`src/hdl/jch_pkg.sv`:
```
// ----------------------------------------------------------------------------
// jch_pkg - jump consistent hash shared constants
// Widths of the key and count register, the LCG multiplier split into
// 32-bit halves, and the fixed shift amounts of the hash round.
// ----------------------------------------------------------------------------
`default_nettype none

package jch_pkg;

  localparam int KEY_W       = 64;
  localparam int HALF_W      = 32;
  localparam int CFG_W       = 17;
  localparam int KEY_SHIFT   = 33;
  localparam int SCALE_SHIFT = 31;
  localparam int DIVISOR_W   = 32;

  // 2862933555777941757 = 0x27BB2EE687B0B0FD
  localparam logic [HALF_W-1:0] LCG_MULT_LO = 32'h87B0_B0FD;
  localparam logic [HALF_W-1:0] LCG_MULT_HI = 32'h27BB_2EE6;

  localparam logic [CFG_W-1:0] COUNT_RESET = 17'd1024;

  typedef logic [KEY_W-1:0]     key_t;
  typedef logic [DIVISOR_W-1:0] divisor_t;

endpackage

`default_nettype wire

```
`src/hdl/jch_lcg.sv`:
```
// ----------------------------------------------------------------------------
// jch_lcg - LCG key advance on one shared 32x32 multiplier
// Computes key*MULT+1 mod 2^64 as three 32x32 partial products issued in
// consecutive cycles, each product registered before it is accumulated.
// ----------------------------------------------------------------------------
`default_nettype none

module jch_lcg (
  input  wire logic         clk,
  input  wire logic         rst_n,
  input  wire logic         load,
  input  wire jch_pkg::key_t key_i,
  input  wire logic         start,
  output logic              done,
  output jch_pkg::key_t     key_o
);
  import jch_pkg::*;

  logic                busy_r, busy_nxt;
  logic [1:0]          cnt_r, cnt_nxt;
  logic                done_r, done_nxt;
  key_t                k_r, k_nxt;
  key_t                acc_r, acc_nxt;
  logic [2*HALF_W-1:0] prod_r, prod_nxt;
  logic [HALF_W-1:0]   op_a, op_b;

  // Pick the partial product for this step
  always_comb begin
    case (cnt_r)
      2'd0:    begin op_a = k_r[HALF_W-1:0];     op_b = LCG_MULT_LO; end
      2'd1:    begin op_a = k_r[KEY_W-1:HALF_W]; op_b = LCG_MULT_LO; end
      default: begin op_a = k_r[HALF_W-1:0];     op_b = LCG_MULT_HI; end
    endcase
  end

  // Issue products in steps 0..2, accumulate them in steps 1..3
  always_comb begin
    busy_nxt = busy_r;
    cnt_nxt  = cnt_r;
    done_nxt = 1'b0;
    k_nxt    = k_r;
    acc_nxt  = acc_r;
    prod_nxt = prod_r;
    if (load) begin
      k_nxt = key_i;
    end
    if (start) begin
      busy_nxt = 1'b1;
      cnt_nxt  = 2'd0;
      acc_nxt  = key_t'(1);
    end else if (busy_r) begin
      if (cnt_r != 2'd3) begin
        prod_nxt = {{HALF_W{1'b0}}, op_a} * {{HALF_W{1'b0}}, op_b};
      end
      if (cnt_r == 2'd1) begin
        acc_nxt = acc_r + prod_r;
      end else if (cnt_r != 2'd0) begin
        acc_nxt[KEY_W-1:HALF_W] = acc_r[KEY_W-1:HALF_W] + prod_r[HALF_W-1:0];
      end
      if (cnt_r == 2'd3) begin
        busy_nxt = 1'b0;
        done_nxt = 1'b1;
        k_nxt    = acc_nxt;
      end
      cnt_nxt = cnt_r + 2'd1;
    end
  end

  always_ff @(posedge clk) begin
    if (!rst_n) begin
      busy_r <= 1'b0;
      done_r <= 1'b0;
      cnt_r  <= 2'd0;
    end else begin
      busy_r <= busy_nxt;
      done_r <= done_nxt;
      cnt_r  <= cnt_nxt;
    end
    k_r    <= k_nxt;
    acc_r  <= acc_nxt;
    prod_r <= prod_nxt;
  end

  assign done  = done_r;
  assign key_o = k_r;

endmodule

`default_nettype wire

```
`src/hdl/jch_div.sv`:
```
// ----------------------------------------------------------------------------
// jch_div - restoring divider, one quotient bit per cycle
// Divides (numer_hi << 31) by a divisor of at most 2^31 and returns the
// exact full-width quotient.
// ----------------------------------------------------------------------------
`default_nettype none

module jch_div #(
  parameter int BUCKET_BITS = 16
) (
  input  wire logic                                  clk,
  input  wire logic                                  rst_n,
  input  wire logic                                  start,
  input  wire logic [BUCKET_BITS:0]                  numer_hi,
  input  wire jch_pkg::divisor_t                     divisor,
  output logic                                       done,
  output logic [BUCKET_BITS+jch_pkg::DIVISOR_W-1:0]  quot
);
  import jch_pkg::*;

  localparam int QW    = BUCKET_BITS + DIVISOR_W;
  localparam int CNT_W = $clog2(QW);

  logic                 busy_r, busy_nxt;
  logic                 done_r, done_nxt;
  logic [CNT_W-1:0]     cnt_r, cnt_nxt;
  logic [QW-1:0]        dq_r, dq_nxt;
  divisor_t             rem_r, rem_nxt;
  divisor_t             dvs_r, dvs_nxt;
  logic [DIVISOR_W:0]   trial;
  logic [DIVISOR_W:0]   diff;

  // Shift in the next dividend bit and try a subtract
  assign trial = {rem_r, dq_r[QW-1]};
  assign diff  = trial - {1'b0, dvs_r};

  always_comb begin
    busy_nxt = busy_r;
    done_nxt = 1'b0;
    cnt_nxt  = cnt_r;
    dq_nxt   = dq_r;
    rem_nxt  = rem_r;
    dvs_nxt  = dvs_r;
    if (start) begin
      busy_nxt = 1'b1;
      cnt_nxt  = '0;
      dq_nxt   = {numer_hi, {SCALE_SHIFT{1'b0}}};
      rem_nxt  = '0;
      dvs_nxt  = divisor;
    end else if (busy_r) begin
      if (diff[DIVISOR_W]) begin
        rem_nxt = trial[DIVISOR_W-1:0];
      end else begin
        rem_nxt = diff[DIVISOR_W-1:0];
      end
      dq_nxt = {dq_r[QW-2:0], ~diff[DIVISOR_W]};
      if (cnt_r == CNT_W'(QW - 1)) begin
        busy_nxt = 1'b0;
        done_nxt = 1'b1;
      end
      cnt_nxt = cnt_r + CNT_W'(1);
    end
  end

  always_ff @(posedge clk) begin
    if (!rst_n) begin
      busy_r <= 1'b0;
      done_r <= 1'b0;
      cnt_r  <= '0;
    end else begin
      busy_r <= busy_nxt;
      done_r <= done_nxt;
      cnt_r  <= cnt_nxt;
    end
    dq_r  <= dq_nxt;
    rem_r <= rem_nxt;
    dvs_r <= dvs_nxt;
  end

  assign done = done_r;
  assign quot = dq_r;

endmodule

`default_nettype wire

```
`src/hdl/jump_consistent_hash.sv`:
```
// ----------------------------------------------------------------------------
// jump_consistent_hash - key to bucket mapper
// Sequencer around a shared-multiplier LCG and a bit-serial divider that
// runs the jump consistent hash rounds for one key at a time.
// ----------------------------------------------------------------------------
//  port group  dir  tdata / data fields (low bit up)
//  in_*        in   tdata[63:0] key
//  out_*       out  tdata[BUCKET_BITS-1:0] bucket, upper bits zero
//  cfg_*       in   wdata[16:0] bucket_count, written when cfg_we is high
//
//  One round runs the four steps of the LCG multiplier (the last one raising
//  done) and then the bit-serial divider.
//  A key needs about ln(bucket_count)+1 rounds, at most bucket_count; the
//  result then waits in ST_OUT until the output register is free, and the
//  next key is taken once the sequencer is back in ST_IDLE.
//  in_tready is high only while no key is in work; a held result does not
//  block the next key. Reset sets bucket_count to 1024 and empties output.
// ----------------------------------------------------------------------------
`default_nettype none

module jump_consistent_hash #(
  parameter int BUCKET_BITS = 16
) (
  input  wire logic                                clk,
  input  wire logic                                rst_n,
  // key
  input  wire logic                                in_tvalid,
  output logic                                     in_tready,
  input  wire jch_pkg::key_t                       in_tdata,
  // bucket
  output logic                                     out_tvalid,
  input  wire logic                                out_tready,
  output logic [((BUCKET_BITS+7)/8)*8-1:0]         out_tdata,
  // bucket_count
  input  wire logic                                cfg_we,
  input  wire logic [jch_pkg::CFG_W-1:0]           cfg_wdata
);
  import jch_pkg::*;

  localparam int OUT_W = ((BUCKET_BITS + 7) / 8) * 8;
  localparam int QW    = BUCKET_BITS + DIVISOR_W;

  localparam logic [1:0] ST_IDLE = 2'd0;
  localparam logic [1:0] ST_LCG  = 2'd1;
  localparam logic [1:0] ST_DIV  = 2'd2;
  localparam logic [1:0] ST_OUT  = 2'd3;

  logic [1:0]             state_r, state_nxt;
  logic [CFG_W-1:0]       cfg_r, cfg_nxt;
  logic [BUCKET_BITS:0]   count_r, count_nxt;
  logic [BUCKET_BITS-1:0] b_r, b_nxt;
  logic                   ovalid_r, ovalid_nxt;
  logic [BUCKET_BITS-1:0] obucket_r, obucket_nxt;

  logic                   accept;
  logic                   lcg_start, lcg_done;
  key_t                   lcg_key;
  logic                   div_done;
  divisor_t               divisor;
  logic [QW-1:0]          quot;
  logic                   j_below;
  logic [31:0]            cfg_ext, limit, eff32;
  logic [BUCKET_BITS:0]   eff;

  // Clamp the programmed count to 1 .. 2^BUCKET_BITS
  always_comb begin
    cfg_ext = 32'(cfg_r);
    limit   = 32'd1 << BUCKET_BITS;
    if (cfg_ext == 32'd0) begin
      eff32 = 32'd1;
    end else if (cfg_ext > limit) begin
      eff32 = limit;
    end else begin
      eff32 = cfg_ext;
    end
    eff = eff32[BUCKET_BITS:0];
  end

  assign accept    = in_tvalid && in_tready;
  assign in_tready = (state_r == ST_IDLE);
  assign divisor   = DIVISOR_W'(lcg_key[KEY_W-1:KEY_SHIFT]) + divisor_t'(1);
  assign j_below   = quot < QW'(count_r);
  assign lcg_start = accept || (state_r == ST_DIV && div_done && j_below);

  jch_lcg u_lcg (
    .clk   (clk),
    .rst_n (rst_n),
    .load  (accept),
    .key_i (in_tdata),
    .start (lcg_start),
    .done  (lcg_done),
    .key_o (lcg_key)
  );

  jch_div #(
    .BUCKET_BITS (BUCKET_BITS)
  ) u_div (
    .clk      (clk),
    .rst_n    (rst_n),
    .start    (lcg_done),
    .numer_hi ({1'b0, b_r} + {{BUCKET_BITS{1'b0}}, 1'b1}),
    .divisor  (divisor),
    .done     (div_done),
    .quot     (quot)
  );

  // Round sequencer and output register
  always_comb begin
    state_nxt   = state_r;
    cfg_nxt     = cfg_r;
    count_nxt   = count_r;
    b_nxt       = b_r;
    ovalid_nxt  = ovalid_r;
    obucket_nxt = obucket_r;
    if (cfg_we) begin
      cfg_nxt = cfg_wdata;
    end
    if (ovalid_r && out_tready) begin
      ovalid_nxt = 1'b0;
    end
    unique case (state_r)
      ST_IDLE: begin
        if (accept) begin
          b_nxt     = '0;
          count_nxt = eff;
          state_nxt = ST_LCG;
        end
      end
      ST_LCG: begin
        if (lcg_done) begin
          state_nxt = ST_DIV;
        end
      end
      ST_DIV: begin
        if (div_done) begin
          if (j_below) begin
            b_nxt     = quot[BUCKET_BITS-1:0];
            state_nxt = ST_LCG;
          end else begin
            state_nxt = ST_OUT;
          end
        end
      end
      ST_OUT: begin
        // hand over once the output register is free
        if (!ovalid_r || out_tready) begin
          ovalid_nxt  = 1'b1;
          obucket_nxt = b_r;
          state_nxt   = ST_IDLE;
        end
      end
      default: state_nxt = ST_IDLE;
    endcase
  end

  always_ff @(posedge clk) begin
    if (!rst_n) begin
      state_r  <= ST_IDLE;
      cfg_r    <= COUNT_RESET;
      ovalid_r <= 1'b0;
    end else begin
      state_r  <= state_nxt;
      cfg_r    <= cfg_nxt;
      ovalid_r <= ovalid_nxt;
    end
    count_r   <= count_nxt;
    b_r       <= b_nxt;
    obucket_r <= obucket_nxt;
  end

  assign out_tvalid = ovalid_r;
  assign out_tdata  = OUT_W'(obucket_r);

  // The jump target always moves strictly upward while rounds continue
  a_j_grows: assert property (@(posedge clk) disable iff (!rst_n)
    (state_r == ST_DIV && div_done && j_below) |-> (quot > QW'(b_r)))
    else $error("jump target did not exceed current bucket");

  // The bucket being handed out lies below the latched count
  a_b_in_range: assert property (@(posedge clk) disable iff (!rst_n)
    (state_r == ST_OUT) |-> ((BUCKET_BITS+1)'(b_r) < count_r))
    else $error("bucket index not below bucket count");

  // The two shared units never finish in the same cycle
  a_one_unit: assert property (@(posedge clk) disable iff (!rst_n)
    !(lcg_done && div_done))
    else $error("LCG and divider finished together");

  // An accepted key starts a round at once
  a_accept_starts: assert property (@(posedge clk) disable iff (!rst_n)
    accept |=> (state_r == ST_LCG))
    else $error("accepted key did not start a round");

endmodule

`default_nettype wire
```
`config.mk`:
```
export PLATFORM = sky130hd
export DESIGN_NAME = jump_consistent_hash
export DESIGN_NICKNAME = d
export VERILOG_FILES = /design/src/hdl/jch_pkg.sv /design/src/hdl/jch_lcg.sv /design/src/hdl/jch_div.sv /design/src/hdl/jump_consistent_hash.sv
export SDC_FILE = /design/constraint.sdc
export NUM_CORES = 2
export LEC_CHECK = 0
export ABC_AREA = 0
export BUFFER_PORTS_ARGS = -buffer_cell sky130_fd_sc_hd__buf_2
export CAP_MARGIN = 20
export CORE_UTILIZATION = 40
export CTS_BUF_LIST = sky130_fd_sc_hd__clkbuf_8
export CTS_CLUSTER_DIAMETER = 40
export DETAILED_ROUTE_END_ITERATION = 12
export PLACE_DENSITY = 0.57
export SLEW_MARGIN = 20
export SYNTH_ARGS = -nofsm -noshare
export SYNTH_HDL_FRONTEND = slang
export SYNTH_SLANG_ARGS = --single-unit
export TNS_END_PERCENT = 1
```
`constraint.sdc`:
```
create_clock -name clk -period 8.7 [get_ports clk]
set_clock_uncertainty 0.05 [all_clocks]
set_input_delay 1.74 -clock clk [delete_from_list [all_inputs] [get_ports clk]]
set_output_delay 1.74 -clock clk [all_outputs]
set_load 0.02 [all_outputs]
```
==> flow_summary.yaml <==
setup_path:
  reg2reg_to: "u_lcg.prod_r[48]$_DFFE_PP_"
  crit_buf_inv: 11
  r2r-start: "u_lcg.cnt_r[1]$_SDFFE_PP0P_"
  critPathKind: "reg -> reg"
  r2r_cells: 32
  crit_path_top_delay_cell: "fa_1"
  crit_path_start_kind: "flop"
  crit_arrival_ps: 8880
  cp-end-kind: "flop"
  r2r_slack_ps: 230
  cp_data_required_time_ps: 9100
  cp_max_fo: 6
  cp_top_family: "adder cells"
  cpMostUsedCell: "fa_1"
  slowest_delay_ps: 520
floorplanning:
  start_util_pct: 40.58
  core_area_mm2: 0.1206
  die_x_um: 351.8
  std_cell_rows: 127
  die_y_um: 351.8
  die_area_mm2: 0.1238
  ios: 104
routing:
  vias: 39920
  drc: 0
  drtIter0Drc: 3038
  wl_um: 172700
  viasPerCell: 5.359
  drt_first_pass_iters: 5
  antenna_left: 0
  wire_per_inst_um: 23.18
timing:
  period_share_pct: 97.41
  worst_slew_pin_slew_ps: 1158
  timing.hold.ws_ps: 437.5
  maxSlewViolCount: 0
  fmax_ghz: 0.1180
  fin_crit_ps: 8474
  relSlewSlack_pct: 22.71
  hold_viol: 0
  setup_violations: 0
min_path:
  hp-start: "u_lcg.acc_r[29]$_SDFFE_PP0P_"
  holdPathEnd: "u_lcg.acc_r[29]$_SDFFE_PP0P_"
  hold-path-cell-count: 2
  hp-class: "reg -> reg"
layout:
  multi_input_area_mm2: 0.03569
  layout.nets: 7007
  drive_above_1_share_pct: 13.04
  register_area_mm2: 0.009343
  fillers: 11840
  area_delta_synth_final_pct: 14.47
placed_design:
  routabilityCongestion: 1.001
  portBuffers: 103
  dp_hpwl_um: 146900
cts:
  cts_root_buf: "clkbuf_8"
  cts_inserted_buffers: 79
  cts_tree: "yes"
  clk_pin_slew_worst_paths_ps: 60
  clkSinkCount: 385
  cts_buffer_depth: 3
  clk_latency_ps: 720
  cts_max_level: 3
synthesis:
  synthesis.area_mm2: 0.04895
  netlist.area_leader.share_pct: 24.95
  ys_types: 88
  syn_avg_cell_area_um2: 9.088
  synth.area.top_cells: "fa_1 (25%), ha_1 (14%), edfxtp_1 (9.9%), dfxtp_1 (9.1%), inv_1 (7.8%)"
  yosysMostFrequentCell: "inv_1"
  synth-async-reset-ratio_pct: 0
  ys.flop_type: "dfxtp_1"
  syn_inst: 5386
  synth_warnings: 0
  synth_edf_count: 162
  yosysSeqAreaShare_pct: 19.06
  synth_seq_cells: 385
  synth_top_area_cell: "fa_1"
  synth.top_cells.by_count: "inv_1 (1013), fa_1 (610), ha_1 (551)"
flow_run:
  max_cap_violations: 0
global_routing:
  grt_max_degree: 76
  grt_antenna_before_repair: 14
  grt_pass1_vias: 39750
  gr-total-overflow: 0
  grt_usage_pct: 27.77
  grt_pass1_wl_um: 253000
outcome:
  status: "complete, no violations"
==> layout by cell type, fill, tap and decap left out, types with 22 or more instances in the layout <==
master / instances
mux2_2: 25
a21oi_1: 332
o21ai_0: 182
buf_2: 103
conb_1: 31
edfxtp_1: 162
o21bai_1: 47
fa_1: 599
a211oi_1: 118
nor3_1: 55
or2_2: 22
a31oi_1: 29
mux2i_1: 121
o21a_1: 27
nor2b_1: 65
inv_1: 1022
and2_1: 56
buf_4: 341
ha_1: 545
nor2_1: 367
xnor2_1: 150
nand3_1: 81
a21o_1: 107
dfxtp_1: 218
nand2_1: 317
clkbuf_8: 85
nand4_1: 60
xor2_1: 76
and3_1: 34
o211ai_1: 32
==> area by class of cell <==
class,instances,area share (%)
Inverter,1017,6.840
Tap cell,1612,3.600
Timing Repair Buffer,463,6.074
Antenna cell,10,0.04466
Multi-Input combinational cell,3814,63.71
Sequential cell,385,16.68
Clock inverter,63,0.9714
Clock buffer,85,2.088
==> per-stage QoR <==
stage	setup WS [ps]	std cells	utilization [%]	instance area (um2)	setup TNS, ps
5_1_grt	-29.42	7445	46.45	56020	-29.42
6_report	225.5	7449	46.45	56030	0
2_1_floorplan	-4.294	5415	-	49110	-4.294
3_3_place_gp	-760.7	7277	44.49	53660	-3623
3_5_place_dp	-757.6	7277	44.49	53660	-3864
4_1_cts	-15.85	7431	46.03	55520	-15.85
==> kinds of logic after synthesis <==
kind of cell,after synthesis,synth area share (%)
XOR/XNOR,229,4.098
AND/OR/NAND/NOR,1177,11.20
other,2,0.01534
buffers and inverters,1216,9.348
AO/OA/AOI/OAI,1056,13.89
adder cells (fa/ha/maj),1161,39.03
flip-flops,385,19.06
multiplexers,160,3.351
==> layer usage <==
metal	wire (um)	track usage (%)
met4	6166	9.272
met1	74470	37.83
met2	79540	45.06
met5	64	0
met3	12430	4.003
==> state kept, by name, indices dropped and copies added (netlist names) <==
signal,cells
u_lcg.prod_r,64
u_lcg.acc_r,64
u_lcg.cnt_r,2
u_div.cnt_r,6
count_r,17
u_lcg.key_o,64
out_tvalid,1
b_r,16
u_div.quot,48
u_lcg.busy_r,1
out_tdata,16
state_r,2
cfg_r,17
u_div.dvs_r,32
u_div.busy_r,1
u_div.rem_r,32
u_div.done,1
u_lcg.done,1
==> timing repair <==
item | 4_1_cts | 5_1_grt
gates resized for setup | 20 | 103
endpoints found under the setup margin | 17 | 19
pin swaps | 0 | 29
setup buffers | 6 | 8
hold buffers | 0 | 0
==> how the worst max path moves through the flow <==
stage                                start  slack, ps                          to  cells past startpoint
2_1_floorplan  u_lcg.cnt_r[0]$_SDFFE_PP0P_         -4  u_lcg.prod_r[48]$_DFFE_PP_                     28
4_1_cts        u_lcg.cnt_r[1]$_SDFFE_PP0P_        -20  u_lcg.prod_r[63]$_DFFE_PP_                     34
3_5_place_dp   u_lcg.cnt_r[1]$_SDFFE_PP0P_       -760  u_lcg.prod_r[63]$_DFFE_PP_                     29
6_report       u_lcg.cnt_r[1]$_SDFFE_PP0P_        230  u_lcg.prod_r[48]$_DFFE_PP_                     32
3_3_place_gp   u_lcg.cnt_r[1]$_SDFFE_PP0P_       -760  u_lcg.prod_r[63]$_DFFE_PP_                     29
5_1_grt        u_lcg.cnt_r[1]$_SDFFE_PP0P_        -30  u_lcg.prod_r[63]$_DFFE_PP_                     32
==> worst reg2reg max path: cells and delay by family (launching register included) <==
| family | cells | cell delay [ps] |
|---|---|---|
| adders and majority gates | 10 | 4500 |
| AOI/OAI and AO/OA | 6 | 1110 |
| DFF | 1 | 330 |
| muxes | 1 | 340 |
| and+or+nand+nor | 3 | 420 |
| buffers and inverters | 11 | 1390 |
| xor gates and xnor gates | 1 | 90 |
Power is left out: the tool's default activity adds up to more than one toggle a clock period on the data nets, which glitch-free logic cannot reach.
